File: src/rtl/sst_pkg.sv
// shared constants, payload types and a helper for the sorted string table search
package sst_pkg;

    localparam int ENTRIES  = 256;
    localparam int MAX_LEN  = 32;
    localparam int ENTRY_W  = $clog2(ENTRIES);
    localparam int POS_W    = $clog2(MAX_LEN);
    localparam int CNT_W    = ENTRY_W + 1;
    localparam int CPOS_W   = POS_W + 1;
    localparam int ADDR_W   = ENTRY_W + POS_W;
    localparam int CHAR_W   = 16;

    localparam logic OP_LOAD  = 1'b0;
    localparam logic OP_QUERY = 1'b1;

    typedef struct packed {
        logic              op;
        logic [7:0]        entry;
        logic [4:0]        position;
        logic [CHAR_W-1:0] char_code;
    } sst_item_t;

    typedef struct packed {
        logic       found;
        logic [7:0] index;
    } sst_result_t;

    typedef struct packed {
        logic              en;
        logic [ADDR_W-1:0] addr;
        logic [CHAR_W-1:0] data;
    } sst_wr_t;

    typedef struct packed {
        logic              en;
        logic [ADDR_W-1:0] addr;
    } sst_rd_t;

    // ascii upper case folded to lower case, everything else untouched
    function automatic logic [CHAR_W-1:0] sst_lower(input logic [CHAR_W-1:0] c);
        logic [CHAR_W-1:0] r;
        r = c;
        if (c >= CHAR_W'(16'h0041) && c <= CHAR_W'(16'h005A))
        begin
            r = c + CHAR_W'(16'h0020);
        end
        return r;
    endfunction

endpackage

File: src/rtl/sst_search_ctrl.sv
// query sequencer: range narrowing by binary searches over the table memory
module sst_search_ctrl (
    input  logic                            clk,
    input  logic                            rst_n,
    input  logic                            q_valid,
    input  logic [sst_pkg::CHAR_W-1:0]      q_char,
    input  logic [sst_pkg::CNT_W-1:0]       entry_count,
    input  logic [sst_pkg::CHAR_W-1:0]      rd_data,
    output sst_pkg::sst_rd_t                rd,
    output logic                            busy,
    output logic                            done,
    output sst_pkg::sst_result_t            result
);

    typedef enum logic [1:0] {ST_IDLE, ST_PROBE, ST_CHECK} state_t;
    typedef enum logic [1:0] {MODE_READY, MODE_NARROW, MODE_SINGLE, MODE_FAILED} mode_t;
    typedef enum logic [1:0] {PH_MAIN, PH_LEFT, PH_RIGHT, PH_SINGLE} phase_t;

    localparam int CW = sst_pkg::CNT_W;
    localparam int PW = sst_pkg::CPOS_W;

    state_t                     state_reg, state_next;
    mode_t                      mode_reg, mode_next;
    phase_t                     phase_reg, phase_next;
    logic [CW-1:0]              lo_reg, lo_next;
    logic [CW-1:0]              hi_reg, hi_next;
    logic [CW-1:0]              lend_reg, lend_next;
    logic [CW-1:0]              up_reg, up_next;
    logic [CW-1:0]              probe_reg, probe_next;
    logic [PW-1:0]              pos_reg, pos_next;
    logic [sst_pkg::CHAR_W-1:0] ch_reg, ch_next;
    logic                       done_reg, done_next;
    logic                       found_reg, found_next;
    logic [7:0]                 index_reg, index_next;

    logic [sst_pkg::CHAR_W-1:0] ch_in;
    logic [CW-1:0]              clamp_cnt;
    mode_t                      eff_mode;
    logic [CW-1:0]              eff_lo, eff_hi;
    logic [PW-1:0]              eff_pos;
    logic [CW-1:0]              span, base, probe;
    logic [PW-1:0]              pos_adv;
    logic [sst_pkg::CHAR_W-1:0] a_low;

    assign ch_in     = sst_pkg::sst_lower(q_char);
    assign clamp_cnt = (entry_count > CW'(sst_pkg::ENTRIES)) ? CW'(sst_pkg::ENTRIES)
                                                              : entry_count;

    // a fresh query starts from the whole table
    assign eff_mode = (mode_reg == MODE_READY) ? MODE_NARROW : mode_reg;
    assign eff_lo   = (mode_reg == MODE_READY) ? '0 : lo_reg;
    assign eff_hi   = (mode_reg == MODE_READY) ? clamp_cnt : hi_reg;
    assign eff_pos  = (mode_reg == MODE_READY) ? '0 : pos_reg;

    assign span  = (phase_reg == PH_LEFT)  ? (lend_reg - lo_reg) :
                   (phase_reg == PH_RIGHT) ? (hi_reg - up_reg) : (hi_reg - lo_reg);
    assign base  = (phase_reg == PH_RIGHT) ? up_reg : lo_reg;
    assign probe = (phase_reg == PH_SINGLE) ? lo_reg : (base + (span >> 1));

    assign pos_adv = (pos_reg == PW'(sst_pkg::MAX_LEN)) ? pos_reg : (pos_reg + PW'(1));

    // positions past the table width read as zero
    assign a_low = pos_reg[PW-1] ? '0 : sst_pkg::sst_lower(rd_data);

    always_comb
    begin
        state_next = state_reg;
        mode_next  = mode_reg;
        phase_next = phase_reg;
        lo_next    = lo_reg;
        hi_next    = hi_reg;
        lend_next  = lend_reg;
        up_next    = up_reg;
        probe_next = probe_reg;
        pos_next   = pos_reg;
        ch_next    = ch_reg;
        done_next  = 1'b0;
        found_next = 1'b0;
        index_next = '0;
        rd.en      = 1'b0;
        rd.addr    = {probe[sst_pkg::ENTRY_W-1:0], pos_reg[sst_pkg::POS_W-1:0]};

        unique case (state_reg)
            ST_IDLE:
            begin
                if (q_valid)
                begin
                    ch_next  = ch_in;
                    lo_next  = eff_lo;
                    hi_next  = eff_hi;
                    pos_next = eff_pos;
                    if (eff_mode == MODE_SINGLE ||
                        (eff_mode == MODE_NARROW && eff_lo != eff_hi))
                    begin
                        state_next = ST_PROBE;
                        if (eff_mode == MODE_SINGLE || eff_lo + CW'(1) == eff_hi)
                        begin
                            mode_next  = MODE_SINGLE;
                            phase_next = PH_SINGLE;
                        end
                        else if (ch_in == '0)
                        begin
                            // terminator with several entries left: check the first
                            mode_next  = MODE_NARROW;
                            phase_next = PH_SINGLE;
                        end
                        else
                        begin
                            mode_next  = MODE_NARROW;
                            phase_next = PH_MAIN;
                        end
                    end
                    else if (ch_in == '0)
                    begin
                        done_next = 1'b1;
                        mode_next = MODE_READY;
                    end
                    else
                    begin
                        mode_next = MODE_FAILED;
                    end
                end
            end

            ST_PROBE:
            begin
                if ((phase_reg == PH_MAIN && lo_reg == hi_reg) ||
                    (phase_reg == PH_RIGHT && up_reg == hi_reg))
                begin
                    state_next = ST_IDLE;
                    if (lo_reg == hi_reg)
                    begin
                        mode_next = MODE_FAILED;
                    end
                    else
                    begin
                        mode_next = MODE_NARROW;
                        pos_next  = pos_adv;
                    end
                end
                else if (phase_reg == PH_LEFT && lo_reg == lend_reg)
                begin
                    phase_next = PH_RIGHT;
                end
                else
                begin
                    rd.en      = 1'b1;
                    probe_next = probe;
                    state_next = ST_CHECK;
                end
            end

            ST_CHECK:
            begin
                state_next = ST_PROBE;
                case (phase_reg)
                    PH_MAIN:
                    begin
                        if (a_low < ch_reg)
                        begin
                            lo_next = probe_reg + CW'(1);
                        end
                        else if (a_low > ch_reg)
                        begin
                            hi_next = probe_reg;
                        end
                        else
                        begin
                            lend_next  = probe_reg;
                            up_next    = probe_reg + CW'(1);
                            phase_next = PH_LEFT;
                        end
                    end
                    PH_LEFT:
                    begin
                        if (a_low < ch_reg)
                        begin
                            lo_next = probe_reg + CW'(1);
                        end
                        else
                        begin
                            lend_next = probe_reg;
                        end
                    end
                    PH_RIGHT:
                    begin
                        if (ch_reg >= a_low)
                        begin
                            up_next = probe_reg + CW'(1);
                        end
                        else
                        begin
                            hi_next = probe_reg;
                        end
                    end
                    default:
                    begin
                        state_next = ST_IDLE;
                        if (ch_reg == '0)
                        begin
                            done_next  = 1'b1;
                            found_next = (a_low == '0);
                            index_next = (a_low == '0) ? lo_reg[7:0] : '0;
                            mode_next  = MODE_READY;
                        end
                        else if (a_low != ch_reg)
                        begin
                            mode_next = MODE_FAILED;
                        end
                        else
                        begin
                            pos_next = pos_adv;
                        end
                    end
                endcase
            end

            default:
            begin
                state_next = ST_IDLE;
            end
        endcase
    end

    always_ff @(posedge clk or negedge rst_n)
    begin
        if (!rst_n)
        begin
            state_reg <= ST_IDLE;
            mode_reg  <= MODE_READY;
            phase_reg <= PH_MAIN;
            lo_reg    <= '0;
            hi_reg    <= '0;
            lend_reg  <= '0;
            up_reg    <= '0;
            probe_reg <= '0;
            pos_reg   <= '0;
            ch_reg    <= '0;
            done_reg  <= 1'b0;
            found_reg <= 1'b0;
            index_reg <= '0;
        end
        else
        begin
            state_reg <= state_next;
            mode_reg  <= mode_next;
            phase_reg <= phase_next;
            lo_reg    <= lo_next;
            hi_reg    <= hi_next;
            lend_reg  <= lend_next;
            up_reg    <= up_next;
            probe_reg <= probe_next;
            pos_reg   <= pos_next;
            ch_reg    <= ch_next;
            done_reg  <= done_next;
            found_reg <= found_next;
            index_reg <= index_next;
        end
    end

    assign busy         = (state_reg != ST_IDLE);
    assign done         = done_reg;
    assign result.found = found_reg;
    assign result.index = index_reg;

endmodule

File: config.mk
export PLATFORM = sky130hd
export DESIGN_NAME = sst_search_ctrl
export DESIGN_NICKNAME = d
export VERILOG_FILES = /design/src/rtl/sst_pkg.sv /design/src/rtl/sst_search_ctrl.sv
export SDC_FILE = /design/constraint.sdc
export NUM_CORES = 1
export LEC_CHECK = 0
export BUFFER_PORTS_ARGS = -buffer_cell sky130_fd_sc_hd__buf_4
export CAP_MARGIN = 20
export CORE_UTILIZATION = 55
export CTS_CLUSTER_DIAMETER = 30
export DETAILED_ROUTE_END_ITERATION = 6
export PLACE_DENSITY_LB_ADDON = 0.12
export SLEW_MARGIN = 15
export SYNTH_ARGS = -nofsm -noshare
export SYNTH_HDL_FRONTEND = slang
export SYNTH_SLANG_ARGS = --single-unit
File: constraint.sdc
create_clock -name clk -period 6.98 [get_ports clk]
set_clock_uncertainty 0.1 [all_clocks]
set_input_delay 0.349 -clock clk [delete_from_list [all_inputs] [get_ports clk]]
set_output_delay 0.349 -clock clk [all_outputs]
set_load 0.02 [all_outputs]
==> run summary, run 1 <==
Reg clk slew, reported paths - 0.06 ns
critical setup path kind - reg2out
Worst Setup End Kind - output pin
first-pass GRT wire length - 32690 um
design area - 0.007820 mm2
Post-synth EDFFs - 0
largest net degree at the start of global routing - 55
Max Cap Viol - 0
Antenna Nets Post-Route - 0
Final Setup Violations - 0
RSZ-0062 raised after global routing - no
CP required - 6.53 ns
status - finished, final reports clean
TritonCTS Buffers - 9
Clock Sinks - 83
initial antenna violation count - 0
GRT Residual Overflow - 0
initial core utilization - 57.23%
DR iter-0 viols - 528
reg2reg start - lo_reg[1]
Vias per Instance - 6.297
fraction of layout cells with a size suffix above 1 - 18.39%
total die area - 0.01311 mm2
max reg flops - 16
postcts setup bufs - 0
worst-path fanout max - 9
Tot GR Track Use - 33.30%
worst slew pin tran - 0.9711 ns
Yosys top cell area share - 29.84%
Final Max Tran Viols - 0
final worst slack - 2.358 ns
crit path from - lo_reg[1]
die height - 114.5 um
commonest non-fill, non-tap cells in the layout - dfrtp_1 (83), buf_4 (72), nand2_1 (65), ha_1 (58), a21oi_1 (54)
distinct cell type count after synthesis - 76
Die Width - 114.5 um
syn_area_per_cell - 8.844 um2
ys flop type - dfrtp_1
RD Place Congestion - 1.025
NumNets Final - 933
commonest non-fill, non-tap cell in the layout - dfrtp_1
Row Count - 40
worst hold slack - 0.1379 ns
post-synthesis sequential area ratio - 29.84%
Worst Hold Class - in2reg
DRT Wirelength - 20700 um
port bufs - 68
CP Data Arrival Time - 4.17 ns
Placed Area - 0.007472 mm2
max-slew headroom at the worst pin - 35.02%
clock root buffer - clkbuf_16
Worst Reg2Reg Path Length in Cells - 17
Final min period - 4.622 ns
dpl cells - 983
area leader, netlist - dfrtp_1
Gate Count Post-Synth - 787
TritonRoute pass-1 iters - 6
Clock Path Buffers - 2
Place WS - 2.799 ns
antenna fix cells - 0
core outline area - 0.01216 mm2
H-Tree Depth - 3
Fmax - 216.4 MHz
Post-Syn Area - 0.006960 mm2
Peak VDD IR - 0.2905 mV
I/O pins - 69
Setup TNS - 0 ns
Pleak - 3.573 nW
worst skew pair latency - 0.35 ns
DRC - 0
Final Non-Filler Cells - 1000
fraction of registers with async set/reset - 100.0%
setup slack, reg-to-reg - 2.82 ns
Syn-to-layout area delta - 12.35%
endpoints failing hold - 0
Area contributors post-synth - dfrtp_1 (30%), ha_1 (10%), mux2_2 (7.3%)
part of the cycle the worst path needs - 66.22%
Yosys reg bits - 83
pwr dens - 609.0 mW/mm2
TritonCTS clock tree - done
Setup crit end - rd[11]
Ys Warns - 0
vias in the first global route - 6233
dpl hpwl - 15900 um
vias - 6297
worst r2r dst - probe_reg[8]
critical path launch point type - flop
Fill cells - 1052
Avg WL per Cell - 20.70 um
Net Count, Synth - 893
==> cell usage after synthesis, drive strengths merged (4+ instances only) <==
| cell type | count |
|---|---|
| mux2 | 46 |
| fa | 4 |
| nand2b | 11 |
| a22o | 5 |
| dfrtp | 83 |
| mux2i | 13 |
| or3 | 7 |
| nor4 | 11 |
| o21ai | 40 |
| buf | 22 |
| nand3 | 16 |
| nand4 | 12 |
| ha | 58 |
| and3 | 4 |
| xor2 | 21 |
| nor2b | 11 |
| o211ai | 7 |
| nand2 | 65 |
| or2 | 4 |
| nor3 | 17 |
| o31ai | 4 |
| a211oi | 5 |
| a31oi | 18 |
| a21oi | 54 |
| o22ai | 24 |
| a21o | 13 |
| clkbuf | 22 |
| nor2 | 52 |
| xnor2 | 31 |
| inv | 51 |
| and2 | 14 |
| o21bai | 5 |
==> metrics by stage <==
step / utilization [%] / power [mW]
2_1_floorplan: - / 3.409
3_3_place_gp: 61.44 / 4.061
3_5_place_dp: 61.44 / 4.142
4_1_cts: 64.30 / 4.708
5_1_grt: 64.30 / 5.091
6_report: 64.30 / 4.762
==> area by class of cell <==
| cell class | instances | area (um2) | share of cell area (%) |
|---|---|---|---|
| tap | 168 | 210.2 | 2.688 |
| clock buffer | 11 | 252.7 | 3.232 |
| timing repair buffer | 73 | 550.5 | 7.040 |
| clock inverter | 5 | 85.08 | 1.088 |
| multi-input combinational | 609 | 4453 | 56.94 |
| sequential | 83 | 2077 | 26.56 |
| inverter | 51 | 191.4 | 2.448 |
==> where the power goes <==
| part | total [mW] | switching, mW | internal [mW] |
|---|---|---|---|
| registers | 0.973 | 0.310 | 0.664 |
| logic | 3.25 | 1.85 | 1.39 |
| clock network | 0.540 | 0.205 | 0.334 |
==> worst min path at each step <==
stage	start	end	slack [ns]	cells after the start
detailed placement	rst_n	found_reg	0.21	1
global route	q_char[9]	ch_reg[9]	0.14	2
CTS	q_char[0]	ch_reg[0]	0.13	3
floorplan	rst_n	ch_reg[0]	-0.05	0
finish	q_char[0]	ch_reg[0]	0.14	3
global placement	rst_n	found_reg	0.21	1
==> critical path, cell delays in order (launching register included) <==
cell      delay [ns]
dfrtp_1         0.49
inv_1           0.22
ha_1            0.35
nor2b_1         0.14
o21a_1          0.18
o211a_1         0.24
a211oi_1        0.22
xnor2_1         0.22
mux2i_1         0.13
mux2i_1         0.19
ha_1            0.32
and2_0          0.18
o21ai_0         0.25
nand2_1         0.09
nor2_1          0.12
xor2_1          0.17
a21oi_1         0.10
buf_4           0.20
==> metal layers <==
metal | part of all wire [%] | global-route usage [%]
met1 | 41 | 41.48
met2 | 47 | 54.30
met3 | 7.5 | 7.888
met4 | 4.3 | 16.19
met5 | 0 | 0
==> kinds of logic after synthesis <==
kind of cell    after synthesis  synth area share [%]
mux                          59                 9.419
xor+xnor                     52                 6.543
simple gates                231                 16.65
fa+ha+maj                    62                 11.58
buf+inv                      95                 6.184
flops                        83                 29.84
compound gates              205                 19.79
==> what timing repair did <==
| item | CTS | global route |
|---|---|---|
| endpoints found under the hold margin | 29 | 0 |
| resized for setup | 0 | 0 |
| hold buffers | 1 | 0 |
Power figures use the tool's default switching activity.
==> run 2, diff against run 1 <==
Settings changed: ABC_AREA set to 1.
Clock period 6.98 ns to 4.2 ns, I/O delays scaled along.
==> run 2 against run 1 <==
Power up 64%. Combinational power up 68%. Non-clock buffer count up 8. Register-to-register slack worse by 2.0 ns. Critical path type unchanged. Wire length down 5.6%. Core utilization down 0.29 points. Critical path depth up 2. Clock-buffer cell count unchanged.
==> run summary, run 2 <==
worst skew pair latency - 0.35 ns (about the same)
TritonCTS Buffers - 9 (unchanged)
multi-input logic area - 0.004328 mm2 (-2.8%)
RSZ-0062 raised after global routing - no
Area contributors post-synth - dfrtp_1 (29%), nand2_1 (15%), ha_1 (10%)
fraction of registers with async set/reset - 100.0% (unchanged)
total die area - 0.01348 mm2 (+2.8%)
CP Data Arrival Time - 3.59 ns (-0.58 ns)
area leader, netlist - dfrtp_1
TritonRoute pass-1 iters - 5 (-1)
CP required - 3.89 ns (-2.64 ns)
DR iter-0 viols - 479 (-9.3%)
I/O pins - 69 (unchanged)
distinct cell type count after synthesis - 53 (-30%)
pwr dens - 963.9 mW/mm2 (+58%)
Tot GR Track Use - 30.84% (-2.5 points)
Antenna Nets Post-Route - 0 (unchanged)
worst slew pin tran - 0.7810 ns (-0.1901 ns)
Final min period - 3.895 ns
post-synthesis sequential area ratio - 29.01% (-0.83 points)
DRT Wirelength - 19530 um (-5.6%)
critical setup path kind - reg2out
part of the cycle the worst path needs - 92.75%
commonest non-fill, non-tap cells in the layout - nand2_1 (280), inv_1 (137), nor2_1 (105), o21ai_0 (94), dfrtp_1 (82)
Final Max Tran Viols - 0 (unchanged)
commonest non-fill, non-tap cell in the layout - nand2_1
Pleak - 4.184 nW (+17%)
max-slew headroom at the worst pin - 47.93% (+13 points)
Net Count, Synth - 1160 (+30%)
RD Place Congestion - 0.9426 (-8.0%)
TritonCTS clock tree - done
Peak VDD IR - 0.5594 mV (+93%)
DRC - 0 (unchanged)
Clock Sinks - 83 (unchanged)
total power - 7.817 mW (+64%)
initial antenna violation count - 0 (unchanged)
Clock Path Buffers - 2 (unchanged)
vias - 7058 (+12%)
antenna fix cells - 0 (unchanged)
worst-path fanout max - 6 (-3)
syn_area_per_cell - 6.794 um2 (-23%)
largest net degree at the start of global routing - 56 (+1.8%)
Max Cap Viol - 0 (unchanged)
Fill cells - 1202 (+14%)
NumNets Final - 1217 (+30%)
Die Width - 116.1 um (+1.4%)
core outline area - 0.01267 mm2 (+4.2%)
Post-Syn Area - 0.007161 mm2 (+2.9%)
Post-synth EDFFs - 0 (unchanged)
Gate Count Post-Synth - 1054 (+34%)
max reg flops - 16 (unchanged)
Reg area - 0.002078 mm2 (about the same)
port bufs - 68 (unchanged)
vias in the first global route - 6450 (+3.5%)
Yosys reg bits - 83 (unchanged)
Reg clk slew, reported paths - 0.06 ns (about the same)
status - finished, final reports clean
clock root buffer - clkbuf_16
most frequent cell after synthesis - nand2_1
Row Count - 41 (+2.5%)
Setup TNS - 0 ns (unchanged)
GRT Residual Overflow - 0 (unchanged)
Syn-to-layout area delta - 13.26%
ys flop type - dfrtp_1
Vias per Instance - 5.480 (-13%)
dpl hpwl - 15490 um (-2.5%)
fraction of layout cells with a size suffix above 1 - 12.01% (-6.4 points)
Commonest cells post-synth - nand2_1 (280), inv_1 (141), nor2_1 (105)
Worst Setup End Kind - output pin
endpoints failing hold - 0 (unchanged)
setup slack, reg-to-reg - 0.83 ns (-1.99 ns)
Fmax - 256.7 MHz
critical path launch point type - flop
Final Setup Violations - 0 (unchanged)
die height - 116.1 um (+1.4%)
H-Tree Depth - 3 (unchanged)
first-pass GRT wire length - 31660 um (-3.1%)
Yosys top cell area share - 29.01% (-0.83 points)
Worst Hold Class - in2reg
Avg WL per Cell - 15.16 um (-27%)
Ys Warns - 0 (unchanged)
initial core utilization - 56.51% (-0.72 points)
run 2: timing repair:
item / in CTS / in global routing
endpoints found under the setup margin: 0 / 2
hold buffers: 3 / 0
hold endpoints to repair: 56 / 0
buffers inserted: 0 / 4
gates resized for setup: 0 / 10
run 2: metrics by stage:
stage          area (um2)  std cells  util (%)  setup WS (ns)  hold WS [ns]
2_1_floorplan        7161       1054         -         0.9325       -0.1856
3_3_place_gp         7721       1265     60.94         0.6435        0.2056
3_5_place_dp         7721       1265     60.94         0.5788        0.2110
4_1_cts              8069       1284     63.68         0.1747       0.04323
5_1_grt              8110       1288     64.01       0.006381       0.06755
6_report             8110       1288     64.01         0.3046       0.05502
run 2: critical path, stage by stage (launching register included):
cell and delay (ns):
dfrtp_2 0.44, clkinvlp_4 0.20, ha_1 0.35, nand3_1 0.10, nand2_1 0.07, or2_2 0.28
a21oi_1 0.15, a211oi_1 0.07, ha_1 0.33, nand3_1 0.10, nand3_1 0.09, nand2_1 0.10
nand2_1 0.07, a21oi_2 0.17, nor2_1 0.05, o21ai_0 0.14, nand2_1 0.08, xor2_1 0.15
a21boi_1 0.14, buf_4 0.16
run 2: layout make-up:
cell class              count  share of cell area, %
clock buffers              11                  2.869
clock inverters             5                  1.049
flip-flops and latches     83                  25.62
repair buffers             81                  7.590
multi-input cells         789                  53.36
well taps                 172                  2.653
inverters                 147                  6.850
run 2: worst paths after layout:
check	from	end	depth (start not counted)
setup / recovery	lo_reg[1]	rd[12]	19
hold / removal	q_char[12]	ch_reg[12]	3
setup reg to reg	pos_reg[5]	lo_reg[8]	14
hold reg to reg	lend_reg[0]	lend_reg[0]	2
max in group asynchronous	rst_n	lo_reg[6]	3
min in group asynchronous	rst_n	index_reg[2]	2
run 2: per-layer routing:
layer	vias up	wire length, um	track usage, %
li1	3538	-	-
met1	3258	8288	37.70
met5	-	0	0
met3	42	1252	7.577
met2	220	9314	52.46
met4	0	676	11.88
run 2: logic make-up after synthesis:
logic type,after synthesis,share of synthesized area (%)
compound gates,189,14.66
xor+xnor,28,3.425
fa+ha+maj,62,11.25
buf+inv,182,10.64
flops,83,29.01
mux,6,0.9260
simple gates,504,30.09
run 2: report_power, final:
group | internal (mW) | switching (mW) | total, mW
clock | 0.524 | 0.335 | 0.859
sequential | 1.13 | 0.361 | 1.49
combinational | 2.04 | 3.43 | 5.47
total | 3.69 | 4.13 | 7.82
==> run 3, diff against run 2 <==
Settings changed: CTS_BUF_LIST set to sky130_fd_sc_hd__clkbuf_4 sky130_fd_sc_hd__clkbuf_8.
==> run 3 against run 2 <==
Maximum frequency decreased by 0.89%. Combinational power increased by 1%. Sequential power about the same. Highest routed layer unchanged. Critical endpoint unchanged.
==> run summary, run 3 (synthesis results as in run 2) <==
status - finished, final reports clean
CP required - 3.89 ns (about the same)
vias in the first global route - 6409 (-0.64%)
total power - 7.692 mW (-1.6%)
Final Setup Violations - 0 (unchanged)
Die Width - 116.1 um (unchanged)
Pleak - 4.168 nW (-0.39%)
total die area - 0.01348 mm2 (unchanged)
commonest non-fill, non-tap cells in the layout - nand2_1 (280), inv_1 (137), nor2_1 (105), o21ai_0 (93)
Place WS - 0.5788 ns (unchanged)
final worst slack - 0.2697 ns (-0.03490 ns)
max-slew headroom at the worst pin - 47.44% (-0.50 points)
Final min period - 3.930 ns (+0.03490 ns)
clock root buffer - clkbuf_8
Finished Core Util - 63.76% (-0.25 points)
dpl hpwl - 15490 um (unchanged)
Antenna Nets Post-Route - 0 (unchanged)
CP Data Arrival Time - 3.62 ns (+0.03 ns)
first-pass GRT wire length - 31600 um (-0.20%)
Peak VDD IR - 0.5406 mV (-3.4%)
TritonRoute pass-1 iters - 7 (+2)
Max Cap Viol - 0 (unchanged)
Final Max Tran Viols - 0 (unchanged)
Reg power frac - 19.4% (+0.3 points)
worst slew pin tran - 0.7884 ns (+0.007436 ns)
sw power - 4.134 mW (+0.16%)
design area - 0.008079 mm2 (-0.39%)
Reg clk slew, reported paths - 0.09 ns (+0.03 ns)
worst hold slack - 0.02181 ns (-0.03321 ns)
Avg WL per Cell - 15.10 um (-0.40%)
Clock Sinks - 83 (unchanged)
TritonCTS clock tree - done
critical setup path kind - reg2out
Logic pwr share - 72.0% (+2.1 points)
Row Count - 41 (unchanged)
antenna fix cells - 0 (unchanged)
fraction of layout cells with a size suffix above 1 - 12.95% (+0.94 points)
dpl cells - 1265 (unchanged)
Final Non-Filler Cells - 1292 (+0.31%)
Clock Path Buffers - 2 (unchanged)
Placed Area - 0.007721 mm2 (unchanged)
H-Tree Depth - 3 (unchanged)
core outline area - 0.01267 mm2 (unchanged)
DRC - 0 (unchanged)
Setup TNS - 0 ns (unchanged)
worst-path fanout max - 6 (unchanged)
endpoints failing hold - 0 (unchanged)
initial antenna violation count - 0 (unchanged)
Pint - 3.558 mW (-3.6%)
die height - 116.1 um (unchanged)
initial core utilization - 56.51% (unchanged)
Fmax - 254.4 MHz (-0.89%)
part of the cycle the worst path needs - 93.58% (+0.83 points)
Vias per Instance - 5.455 (-0.45%)
pwr dens - 952.1 mW/mm2 (-1.2%)
TritonCTS Buffers - 9 (unchanged)
Worst Hold Class - in2reg
DRT Wirelength - 19510 um (about the same)
critical path launch point type - flop
port bufs - 68 (unchanged)
RD Place Congestion - 0.9426 (unchanged)
largest net degree at the start of global routing - 56 (unchanged)
clock power share - 8.7% (-2.3 points)
switching share of power - 53.74% (+0.94 points)
Syn-to-layout area delta - 12.83%
worst skew pair latency - 0.39 ns (+0.04 ns)
NumNets Final - 1221 (+0.33%)
vias - 7048 (-0.14%)
commonest non-fill, non-tap cell in the layout - nand2_1
I/O pins - 69 (unchanged)
Tot GR Track Use - 30.75% (-0.090 points)
Worst Setup End Kind - output pin
DR iter-0 viols - 508 (+6.1%)
GRT Residual Overflow - 0 (unchanged)
max reg flops - 16 (unchanged)
## run 3: power groups by stage
stage	Clock, mW	Combinational [mW]	Sequential [mW]
3_5_place_dp	0	5.33	1.50
2_1_floorplan	0	4.32	1.36
4_1_cts	0.677	5.36	1.48
6_report	0.666	5.53	1.49
5_1_grt	0.704	6.25	1.53
3_3_place_gp	0	5.28	1.49
## run 3: path summary, 6_finish.rpt
kind | from | cells past startpoint | slack (ns) | endpoint
max | lo_reg[1] | 19 | 0.27 | rd[12]
min | q_char[9] | 3 | 0.02 | ch_reg[9]
max reg2reg | lo_reg[1] | 22 | 0.73 | probe_reg[8]
min reg2reg | lend_reg[0] | 2 | 0.39 | lend_reg[0]
max in group asynchronous | rst_n | 3 | 2.81 | lo_reg[6]
min in group asynchronous | rst_n | 2 | 0.31 | hi_reg[0]
## run 3: worst max-delay path: stages, from the launching register on
cell,delay [ns]
dfrtp_2,0.45
clkinvlp_4,0.18
ha_1,0.34
nand3_1,0.10
nand2_1,0.07
or2_2,0.29
a21oi_1,0.15
a211oi_1,0.07
ha_1,0.33
nand3_1,0.10
nand3_1,0.09
nand2_1,0.10
nand2_1,0.07
a21oi_2,0.18
nor2_1,0.05
o21ai_0,0.15
nand2_1,0.08
xor2_1,0.15
a21boi_1,0.14
buf_4,0.16
## run 3: what timing repair did
item / CTS / global route
setup endpoints to repair: 0 / 3
setup buffers: 0 / 7
hold buffers: 4 / 0
hold endpoints to repair: 57 / 0
resized for setup: 0 / 17
## run 3: per-layer routing
metal | track usage (%) | share of wire [%]
met4 | 10.85 | 3.7
met5 | 0 | 0
met2 | 52.38 | 48
met3 | 6.850 | 6.6
met1 | 38.36 | 42
## run 3: final cells by class
cell class	count	area [um2]
well taps	172	215.2
repair buffers	85	648.1
multi-input cells	789	4357
clock buffers	11	138.9
fillers	1198	4592
inverters	147	555.5
flip-flops and latches	83	2079
clock inverters	5	85.08
